<file path="config.mk">
export PLATFORM = sky130hd
export DESIGN_NAME = qvr_dcm
export DESIGN_NICKNAME = d
export VERILOG_FILES = /design/src/rtl/core/qvr_pkg.sv /design/src/rtl/core/qvr_dcm.sv
export SDC_FILE = /design/constraint.sdc
export NUM_CORES = 1
export LEC_CHECK = 0
export ABC_CLOCK_PERIOD_IN_PS = 11150
export BUFFER_PORTS_ARGS = -buffer_cell sky130_fd_sc_hd__buf_2
export CAP_MARGIN = 25
export CORE_AREA = 2 2 258 260
export DETAILED_ROUTE_END_ITERATION = 8
export DIE_AREA = 0 0 260 262
export MAX_ROUTING_LAYER = met4
export PLACE_DENSITY = 0.67
export SETUP_SLACK_MARGIN = 0.05
export SYNTH_ARGS = -nofsm -noshare
export SYNTH_HDL_FRONTEND = slang
export SYNTH_SLANG_ARGS = --single-unit
</file>
<file path="constraint.sdc">
create_clock -name aclk -period 11.15 [get_ports aclk]
set_input_delay 1.6725 -clock aclk [delete_from_list [all_inputs] [get_ports aclk]]
set_output_delay 1.6725 -clock aclk [all_outputs]
set_load 0.03 [all_outputs]
</file>
<file path="src/rtl/core/qvr_pkg.sv">
// package: widths, payload types and rounding helpers for the quaternion rotation pipeline
package qvr_pkg;

    localparam int QUAT_WIDTH = 16;
    localparam int VEC_WIDTH  = 24;
    localparam int MAT_FRAC   = 18;
    localparam int FRAC_SHIFT = 2 * (QUAT_WIDTH - 1) - MAT_FRAC;

    localparam int QX_W   = QUAT_WIDTH + 1;
    localparam int PROD_W = 2 * QUAT_WIDTH;
    localparam int SUM_W  = 2 * QUAT_WIDTH + 2;
    localparam int MAT_W  = SUM_W - FRAC_SHIFT;
    localparam int MP_W   = MAT_W + VEC_WIDTH;
    localparam int ACC_W  = MP_W + 2;
    localparam int RND_W  = ACC_W + 1 - MAT_FRAC;
    localparam int NUM_ELEM = 9;

    localparam logic [SUM_W:0] MAT_HALF = (SUM_W + 1)'(1) << (FRAC_SHIFT - 1);
    localparam logic [ACC_W:0] ACC_HALF = (ACC_W + 1)'(1) << (MAT_FRAC - 1);

    localparam logic signed [VEC_WIDTH-1:0] VEC_MAX = {1'b0, {(VEC_WIDTH - 1){1'b1}}};
    localparam logic signed [VEC_WIDTH-1:0] VEC_MIN = {1'b1, {(VEC_WIDTH - 1){1'b0}}};

    typedef logic signed [PROD_W-1:0] prod_elem_t;
    typedef logic signed [MAT_W-1:0]  mat_elem_t;
    typedef logic signed [MP_W-1:0]   mp_elem_t;

    typedef struct packed {
        logic signed [VEC_WIDTH-1:0] x;
        logic signed [VEC_WIDTH-1:0] y;
        logic signed [VEC_WIDTH-1:0] z;
    } vec_t;

    typedef struct packed {
        prod_elem_t ww;
        prod_elem_t wx;
        prod_elem_t wy;
        prod_elem_t wz;
        prod_elem_t xx;
        prod_elem_t xy;
        prod_elem_t xz;
        prod_elem_t yy;
        prod_elem_t yz;
        prod_elem_t zz;
    } prod_t;

    typedef mat_elem_t [NUM_ELEM-1:0] mat_t;
    typedef mp_elem_t  [NUM_ELEM-1:0] mp_t;

    typedef struct packed {
        logic                        sat;
        logic signed [VEC_WIDTH-1:0] val;
    } sat_res_t;

    // round to nearest, ties up, from 2(q-1) to MAT_FRAC fractional bits
    function automatic mat_elem_t round_elem(input logic signed [SUM_W-1:0] s);
        logic [SUM_W:0] t;
        begin
            t = (SUM_W + 1)'(s) + MAT_HALF;
            return t[FRAC_SHIFT + MAT_W - 1:FRAC_SHIFT];
        end
    endfunction

    // round to integer, ties up, then clamp to the vector range
    function automatic sat_res_t round_sat(input logic signed [ACC_W-1:0] acc);
        logic [ACC_W:0]           t;
        logic signed [RND_W-1:0]  r;
        sat_res_t                 res;
        begin
            t = (ACC_W + 1)'(acc) + ACC_HALF;
            r = t[ACC_W:MAT_FRAC];
            if ((&r[RND_W-1:VEC_WIDTH-1]) || !(|r[RND_W-1:VEC_WIDTH-1])) begin
                res.sat = 1'b0;
                res.val = r[VEC_WIDTH-1:0];
            end else if (r[RND_W-1]) begin
                res.sat = 1'b1;
                res.val = VEC_MIN;
            end else begin
                res.sat = 1'b1;
                res.val = VEC_MAX;
            end
            return res;
        end
    endfunction

endpackage

</file>
<file path="src/rtl/core/qvr_dcm.sv">
// stage two: direction cosine matrix from the quaternion products, rounded per element
module qvr_dcm (
    input  logic           aclk,
    input  logic           aresetn,
    input  logic           in_valid,
    output logic           in_ready,
    input  qvr_pkg::prod_t in_prod,
    input  qvr_pkg::vec_t  in_vec,
    output logic           out_valid,
    input  logic           out_ready,
    output qvr_pkg::mat_t  out_mat,
    output qvr_pkg::vec_t  out_vec
);

    logic signed [qvr_pkg::SUM_W-1:0] ww;
    logic signed [qvr_pkg::SUM_W-1:0] wx;
    logic signed [qvr_pkg::SUM_W-1:0] wy;
    logic signed [qvr_pkg::SUM_W-1:0] wz;
    logic signed [qvr_pkg::SUM_W-1:0] xx;
    logic signed [qvr_pkg::SUM_W-1:0] xy;
    logic signed [qvr_pkg::SUM_W-1:0] xz;
    logic signed [qvr_pkg::SUM_W-1:0] yy;
    logic signed [qvr_pkg::SUM_W-1:0] yz;
    logic signed [qvr_pkg::SUM_W-1:0] zz;
    logic                             load;
    logic                             vld_reg;
    logic                             vld_next;
    qvr_pkg::mat_t                    mat_reg;
    qvr_pkg::mat_t                    mat_next;
    qvr_pkg::vec_t                    vec_reg;

    assign in_ready = !vld_reg || out_ready;
    assign load     = in_valid && in_ready;

    always_comb begin
        ww = qvr_pkg::SUM_W'(in_prod.ww);
        wx = qvr_pkg::SUM_W'(in_prod.wx);
        wy = qvr_pkg::SUM_W'(in_prod.wy);
        wz = qvr_pkg::SUM_W'(in_prod.wz);
        xx = qvr_pkg::SUM_W'(in_prod.xx);
        xy = qvr_pkg::SUM_W'(in_prod.xy);
        xz = qvr_pkg::SUM_W'(in_prod.xz);
        yy = qvr_pkg::SUM_W'(in_prod.yy);
        yz = qvr_pkg::SUM_W'(in_prod.yz);
        zz = qvr_pkg::SUM_W'(in_prod.zz);
        mat_next[0] = qvr_pkg::round_elem(ww + xx - yy - zz);
        mat_next[1] = qvr_pkg::round_elem((xy + wz) <<< 1);
        mat_next[2] = qvr_pkg::round_elem((xz - wy) <<< 1);
        mat_next[3] = qvr_pkg::round_elem((xy - wz) <<< 1);
        mat_next[4] = qvr_pkg::round_elem(ww - xx + yy - zz);
        mat_next[5] = qvr_pkg::round_elem((yz + wx) <<< 1);
        mat_next[6] = qvr_pkg::round_elem((xz + wy) <<< 1);
        mat_next[7] = qvr_pkg::round_elem((yz - wx) <<< 1);
        mat_next[8] = qvr_pkg::round_elem(ww - xx - yy + zz);
        vld_next    = in_ready ? in_valid : vld_reg;
    end

    always_ff @(posedge aclk) begin
        if (!aresetn) begin
            vld_reg <= 1'b0;
        end else begin
            vld_reg <= vld_next;
        end
        if (load) begin
            mat_reg <= mat_next;
            vec_reg <= in_vec;
        end
    end

    assign out_valid = vld_reg;
    assign out_mat   = mat_reg;
    assign out_vec   = vec_reg;

endmodule

</file>
### Word-level counts from Yosys, hierarchy flattened

Index checks and enable logic that the tools add are counted.

* flip-flop bits (word level): 271
* input port bits: 396
* output and inout bits: 272
* word-level logic and storage cells: 39

* add/subtract/negate cells: 23
* reductions and logical operators: 3

Operators with widths (number)
* 34-bit by 13-bit adder with 34-bit output (second input constant): 9
* 32-bit by 32-bit adder with 33-bit output: 4
* 32-bit by 32-bit subtractor with 33-bit output: 4
* 33-bit by 32-bit subtractor with 34-bit output: 2
* 34-bit by 32-bit subtractor with 34-bit output: 2
* 33-bit by 32-bit adder with 34-bit output: 1
* 34-bit by 32-bit adder with 34-bit output: 1
* 1-bit logical AND: 1
* 1-bit logical NOT: 1
* 1-bit logical OR: 1

### Longest topological paths before layout

Gate-level depths: netlist of run 1.

* word-level depth: 4
* gate-level depth with buffers: 28
* depth with buffers taken out: 28

### Worst setup path after synthesis of run 1

No wires, ideal clock.

* kind: input to register
* start: input port out_ready
* end: register mat_reg (netlist bit out_mat[0]) (enable)
* library setup time: 664 ps
* arrival: 8167 ps
* path slack: 2319 ps
* cell stages on the path: 2
* path buffers: 0
* cells stage by stage: nand2b_1 and2_1

* cells in the longest elaborated chain, start to end: 2

Ends and longest elaborated chain
* from (decl): RTL line qvr_dcm.sv:10 `input logic out_ready,`
* 1-bit logical OR: RTL line qvr_dcm.sv:32 `assign in_ready = !vld_reg || out_ready;`
* 1-bit logical AND: RTL line qvr_dcm.sv:33 `assign load = in_valid && in_ready;`
* named net load: RTL line qvr_dcm.sv:25 `logic load;`
* to (signal assigned): RTL line qvr_dcm.sv:65 `mat_reg <= mat_next;`
* to (decl): RTL line qvr_dcm.sv:28 `qvr_pkg::mat_t mat_reg;`

The timed path passes the listed nets, and every way through them passes these cells.
A chain may end at the register's enable or synchronous reset.

==> results of run 1 <==
-- cell type report --
class                      count  area (um^2)  area share
clock inverter                25          288     0.00848
multi-input combinational   2263        18800       0.553
clock buffer                  37          883      0.0260
antenna                       16         40.0     0.00118
tap                          864         1080      0.0319
sequential                   271         8130       0.239
timing repair buffer         672         3380      0.0995
inverter                     362         1360      0.0400
-- layout by cell type (no fill, tap or decap), types with 16 or more instances in the layout --
cell | netlist | final
inv_1 | 362 | 362
o21a_1 | 37 | 37
a211oi_1 | 20 | 20
o211ai_1 | 18 | 18
nor4_1 | 25 | 25
nor3_1 | 78 | 78
or4_1 | 16 | 16
a21oi_1 | 196 | 196
nand2b_1 | 40 | 40
xnor2_1 | 238 | 238
clkbuf_16 | 0 | 35
a31oi_1 | 19 | 19
fa_1 | 128 | 128
nand2_1 | 122 | 122
o21bai_1 | 38 | 38
edfxtp_1 | 270 | 270
diode_2 | 0 | 16
or3_1 | 28 | 28
and3_1 | 19 | 19
and2_1 | 22 | 21
nand4_1 | 23 | 23
buf_2 | 4 | 667
nand3_1 | 61 | 61
o21ai_0 | 100 | 100
nor2_1 | 206 | 206
ha_1 | 415 | 415
xor2_1 | 89 | 89
a21o_1 | 67 | 67
nor2b_1 | 37 | 37
-- power breakdown --
group	leakage [uW]	switching (uW)	internal, uW
Sequential	0.00262	77.8	1480
Clock	0.000567	458	695
Combinational	0.0125	1900	1130
Total	0.0157	2430	3300
-- path summary, 6_finish.rpt --
| kind | slack, ns | end |
|---|---|---|
| worst min-delay path | 0.54 | out_valid |
| worst min register to register | 0.54 | out_valid |
| worst max-delay path | 3.32 | out_mat[109] |
| worst max register to register | 8.52 | out_mat[78] |
-- worst max-delay path, delay by kind of cell --
kind / cells / cell delay, ns
AO/OA/AOI/OAI: 13 / 3.74
adder cells (fa/ha/maj): 4 / 1.19
AND/OR/NAND/NOR: 5 / 0.91
XOR/XNOR: 2 / 0.33
buffers and inverters: 3 / 0.27
-- cell families after synthesis --
kind of cell	count (synthesis)
fa+ha+maj	543
mux	9
flops	271
buf+inv	430
compound gates	634
xor+xnor	329
simple gates	748
-- flip-flops by register name (all words and copies together), names as in the netlist --
signal,flops
out_mat,198
out_valid,1
out_vec,72
-- metal layers --
metal	GRT usage	share of wire	vias up	wire length [um]
met5	-	0	-	0
met4	0.0675	0.027	0	2360
met3	0.0450	0.067	130	5760
met2	0.407	0.47	837	40600
met1	0.325	0.44	11400	37700
li1	-	-	11700	-
-- metrics by stage --
stage	hold WS [ns]	utilization	instance area, um^2	setup slack [ns]	instances
finish	0.544	0.520	33900	3.32	4510
global route	0.590	0.520	33900	2.72	4508
CTS	0.543	0.519	33900	3.32	4494
detailed placement	0.526	0.501	32700	2.75	4432
global placement	0.531	0.501	32700	2.77	4432
floorplan	0.885	-	28600	2.32	2964
==> impl_metrics.py, run 1 <==
metrics = {
    "min_path": {
        "hold_depth": 2,
        "hp-class": "reg -> reg",
        "hp-start": "out_valid",
    },
    "global_routing": {
        "grtUsageTotal": 0.252,
        "grt_max_degree": 73,
        "grt_pass1_vias": 23500,
        "overflow": 0,
        "grt_pass1_wl_um": 130000,
        "antenna_found_initial": 22,
    },
    "clocking": {
        "cts_sinks": 271,
        "cts_tree": "built",
        "postCtsSetupBuffers": 0,
        "htreeDepth": 2,
        "cts-hold-fix-buffers": 0,
        "root_buffer": "clkbuf_16",
        "clk_latency_ns": 0.55,
        "clk_pin_slew_worst_paths_ns": 0.06,
        "cts.path.max_buffers": 3,
        "cts_buffers": 35,
        "post_cts_resized": 0,
    },
    "setup_path": {
        "worst-path-max-fanout": 5,
        "end_kind": "flip-flop",
        "critPathMaxStageDelay_ns": 0.63,
        "start_kind": "primary input",
        "worst_r2r_path_depth": 3,
        "critical_path_required_ns": 11.45,
        "cp_slowest_cell": "o31ai_1",
        "crit_start": "in_prod[161]",
        "cpMostUsedCell": "ha_1",
        "worstSetupPathType": "in -> reg",
        "reg2reg_from": "out_valid",
        "critPathArrivalTime_ns": 8.13,
    },
    "sta": {
        "worst_pin_slew_ns": 1.02,
        "setup-tns-final_ns": 0,
        "fmax_mhz": 128,
        "slew_viol_final": 0,
        "finalCriticalPeriod_ns": 7.83,
        "slew_headroom": 0.303,
        "skew_ns": 0.0254,
        "fin_crit_sh": 0.702,
        "hold_violations": 0,
        "setup_viol": 0,
        "rsz0062_at_grt": "no",
    },
    "place": {
        "port_buffers": 667,
        "gp_congestion": 0.963,
        "hpwl_um": 73200,
    },
    "yosys": {
        "synth_compound_gate_area_share": 0.146,
        "synth_edf_count": 270,
        "synth_area_um2": 28600,
        "synth-simple-area-share": 0.134,
        "yosys_warnings": 0,
        "synth_nets": 3903,
        "synth.mux.area_fraction": 0.00341,
        "synth-main-ff-cell": "edfxtp_1",
        "synth-adder-area-share": 0.271,
        "syn_avg_cell_area_um2": 9.66,
        "synth_cell_types": 92,
        "yosysTopAreaCell": "edfxtp_1",
        "synthCells": 2964,
        "yosysSeqAreaShare": 0.284,
        "synth_area_leaders": "edfxtp_1, ha_1, fa_1",
        "ys_ff_latch": 271,
        "synth_xor_area_frac": 0.101,
        "synth_top_family_by_area": "adder cells",
        "ys_top_cells_by_count": "ha_1, inv_1, edfxtp_1, xnor2_1, nor2_1",
        "synth_top_area_frac": 0.283,
        "yosysMostFrequentCell": "ha_1",
        "async_reset_ff_frac": 0,
    },
    "floorplan": {
        "fp.dieH_um": 262,
        "initial_core_util": 0.438,
        "fp.dieW_um": 260,
        "coreArea_um2": 65300,
        "die_area_um2": 68100,
        "num_io_pins": 668,
        "num_rows": 94,
    },
    "flow_run": {
        "maxCapViolCount": 0,
    },
    "layout": {
        "drive_gt1_frac": 0.210,
        "fillers": 6041,
        "fin_nets": 4544,
        "syn2layout_area_growth_pct": 18.6,
    },
    "drt": {
        "wl_um": 86400,
        "wire_per_inst_um": 19.2,
        "via_count": 24200,
        "ant_nets": 0,
        "dr.first_iter.drc_count": 1624,
        "drtPass1Iterations": 5,
        "via_per_inst": 5.36,
        "post-route-drc-count": 0,
    },
    "power": {
        "cellLeakagePower_uw": 0.0157,
        "powerDensity_nw_per_um2": 169,
        "total_power_uw": 5740,
        "ir_drop_v": 0.000151,
    },
    "status": {
        "status": "finished clean",
    },
}
No activity file was read; power rests on OpenSTA's default activity.
==> run 2: changes to the inputs <==
--- a/config.mk
+++ b/config.mk
@@ -5,7 +5,7 @@
 export SDC_FILE = /design/constraint.sdc
 export NUM_CORES = 1
 export LEC_CHECK = 0
-export ABC_CLOCK_PERIOD_IN_PS = 11150
+export ABC_CLOCK_PERIOD_IN_PS = 8000
 export BUFFER_PORTS_ARGS = -buffer_cell sky130_fd_sc_hd__buf_2
 export CAP_MARGIN = 25
 export CORE_AREA = 2 2 258 260
==> constraint.sdc (replaced) <==
create_clock -name aclk -period 8 [get_ports aclk]
set_input_delay 1.2 -clock aclk [delete_from_list [all_inputs] [get_ports aclk]]
set_output_delay 1.2 -clock aclk [all_outputs]
set_load 0.03 [all_outputs]
==> impl_metrics.py, run 2 (same netlist as run 1, synthesis figures left out) <==
metrics = {
    "layout": {
        "largest_reg_flops": 198,
        "drive_gt1_frac": 0.211,
        "fillers": 6091,
        "multi_input_area_um2": 18800,
        "regArea_um2": 8130,
        "syn2layout_area_growth_pct": 18.8,
        "mostFrequentLayoutCell": "buf_2",
        "fin_nets": 4547,
        "layout_common_cells": "buf_2, ha_1, inv_1",
    },
    "drt": {
        "via_count": 24100,
        "drtPass1Iterations": 5,
        "ant_nets": 0,
        "via_per_inst": 5.33,
        "dr.first_iter.drc_count": 1684,
        "wl_um": 87200,
        "wire_per_inst_um": 19.3,
        "post-route-drc-count": 0,
    },
    "sta": {
        "slew_viol_final": 0,
        "finalCriticalPeriod_ns": 7.02,
        "setup_viol": 0,
        "rsz0062_at_grt": "no",
        "fin_crit_sh": 0.878,
        "hold_violations": 0,
        "slew_headroom": 0.233,
        "skew_ns": 0.0299,
        "worst_slack_ns": 0.978,
        "fmax_mhz": 142,
        "worst_pin_slew_ns": 1.15,
        "setup-tns-final_ns": 0,
    },
    "floorplan": {
        "num_io_pins": 668,
        "fp.dieH_um": 262,
        "die_area_um2": 68100,
        "coreArea_um2": 65300,
        "num_rows": 94,
        "initial_core_util": 0.438,
        "fp.dieW_um": 260,
    },
    "min_path": {
        "min_to": "out_valid",
        "hp-start": "out_valid",
        "hold_depth": 2,
        "hp-class": "reg -> reg",
    },
    "clocking": {
        "clk_pin_slew_worst_paths_ns": 0.05,
        "root_buffer": "clkbuf_16",
        "cts-hold-fix-buffers": 0,
        "cts.path.max_buffers": 3,
        "cts_tree": "built",
        "cts_sinks": 271,
        "cts_buffers": 36,
        "postCtsSetupBuffers": 0,
        "htreeDepth": 2,
        "post_cts_resized": 0,
        "clk_latency_ns": 0.58,
    },
    "place": {
        "place_ws_ns": 0.351,
        "gp_congestion": 0.976,
        "port_buffers": 667,
        "hpwl_um": 73800,
    },
    "global_routing": {
        "grtUsageTotal": 0.254,
        "overflow": 0,
        "grt_max_degree": 159,
        "grt_pass1_wl_um": 131000,
        "grt_pass1_vias": 23500,
        "antenna_found_initial": 25,
    },
    "setup_path": {
        "r2r_slack_ns": 5.49,
        "worst_r2r_path_depth": 4,
        "end_kind": "flip-flop",
        "critPathArrivalTime_ns": 7.32,
        "critical_path_required_ns": 8.30,
        "reg2reg_from": "out_valid",
        "start_kind": "primary input",
        "timing.rr.end": "out_mat[23]",
        "worst-path-max-fanout": 4,
        "worstSetupPathType": "in -> reg",
    },
    "power": {
        "powerDensity_nw_per_um2": 236,
        "ir_drop_v": 0.000190,
        "cellLeakagePower_uw": 0.0158,
    },
    "status": {
        "status": "finished clean",
    },
    "flow_run": {
        "maxCapViolCount": 0,
    },
}
[run 2: cell types whose count changed in the layout (fill, tap and decap cells not counted)]
| cell | previous run | this run |
|---|---|---|
| clkbuf_1 | 2 | 7 |
| diode_2 | 16 | 21 |
| clkinv_1 | 10 | 7 |
| bufinv_16 | 5 | 3 |
| clkinv_2 | 4 | 6 |
| buf_12 | 0 | 1 |
| buf_4 | 5 | 6 |
| clkbuf_16 | 35 | 36 |
| clkinv_16 | 1 | 2 |
| clkinv_4 | 2 | 1 |
[run 2: metrics by stage]
stage	hold WS, ns	std cells	power [uW]	instance area, um^2	utilization
after floorplan	0.884	2964	5190	28600	-
after global placement	0.519	4434	6380	32800	0.502
after detailed placement	0.566	4434	6410	32800	0.502
after CTS	0.573	4499	8090	33900	0.520
after global routing	0.601	4518	8600	34000	0.521
final	0.571	4520	8030	34000	0.521
[run 2: area by class of cell]
| type | instances | share of cell area |
|---|---|---|
| multi-input cells | 2263 | 0.553 |
| clock inverters | 22 | 0.00729 |
| clock buffers | 43 | 0.0273 |
| diodes | 21 | 0.00155 |
| well taps | 864 | 0.0318 |
| flip-flops and latches | 271 | 0.239 |
| repair buffers | 674 | 0.100 |
| inverters | 362 | 0.0400 |
[run 2: where the power goes]
group          switching [uW]  leakage [uW]  internal (uW)  total [uW]
Sequential                105       0.00262           2060        2160
Clock                     681      0.000567            939        1620
Combinational            2660        0.0126           1590        4250
[run 2: worst max-delay path by stage]
stage	cells past startpoint	to	slack, ns	from
floorplan	26	out_mat[109]	1.46	in_prod[288]
global placement	26	out_mat[197]	0.39	in_prod[160]
detailed placement	26	out_mat[197]	0.35	in_prod[160]
CTS	26	out_mat[197]	0.92	in_prod[160]
global route	26	out_mat[197]	0.46	in_prod[160]
finish	26	out_mat[197]	0.98	in_prod[160]
[run 2: per-layer routing]
metal | global-route usage | part of all wire
met1 | 0.324 | 0.43
met4 | 0.0768 | 0.031
met5 | - | 0
met3 | 0.0475 | 0.068
met2 | 0.410 | 0.47
[run 2: worst max-delay path, stage by stage]
cell	delay, ns
buf_2	0.12
ha_1	0.23
fa_1	0.42
nor2b_1	0.13
o21ai_0	0.11
a21boi_0	0.25
o21a_1	0.21
o21a_1	0.18
nand2_1	0.09
o21ai_0	0.43
xnor2_1	0.19
fa_1	0.51
inv_1	0.05
ha_1	0.27
ha_1	0.33
a21o_1	0.18
a21o_1	0.18
or4_1	0.43
o211ai_1	0.30
a21oi_1	0.15
o31ai_1	0.40
o21ai_0	0.26
a31oi_1	0.30
o21bai_1	0.13
a21oi_1	0.18
xnor2_1	0.07
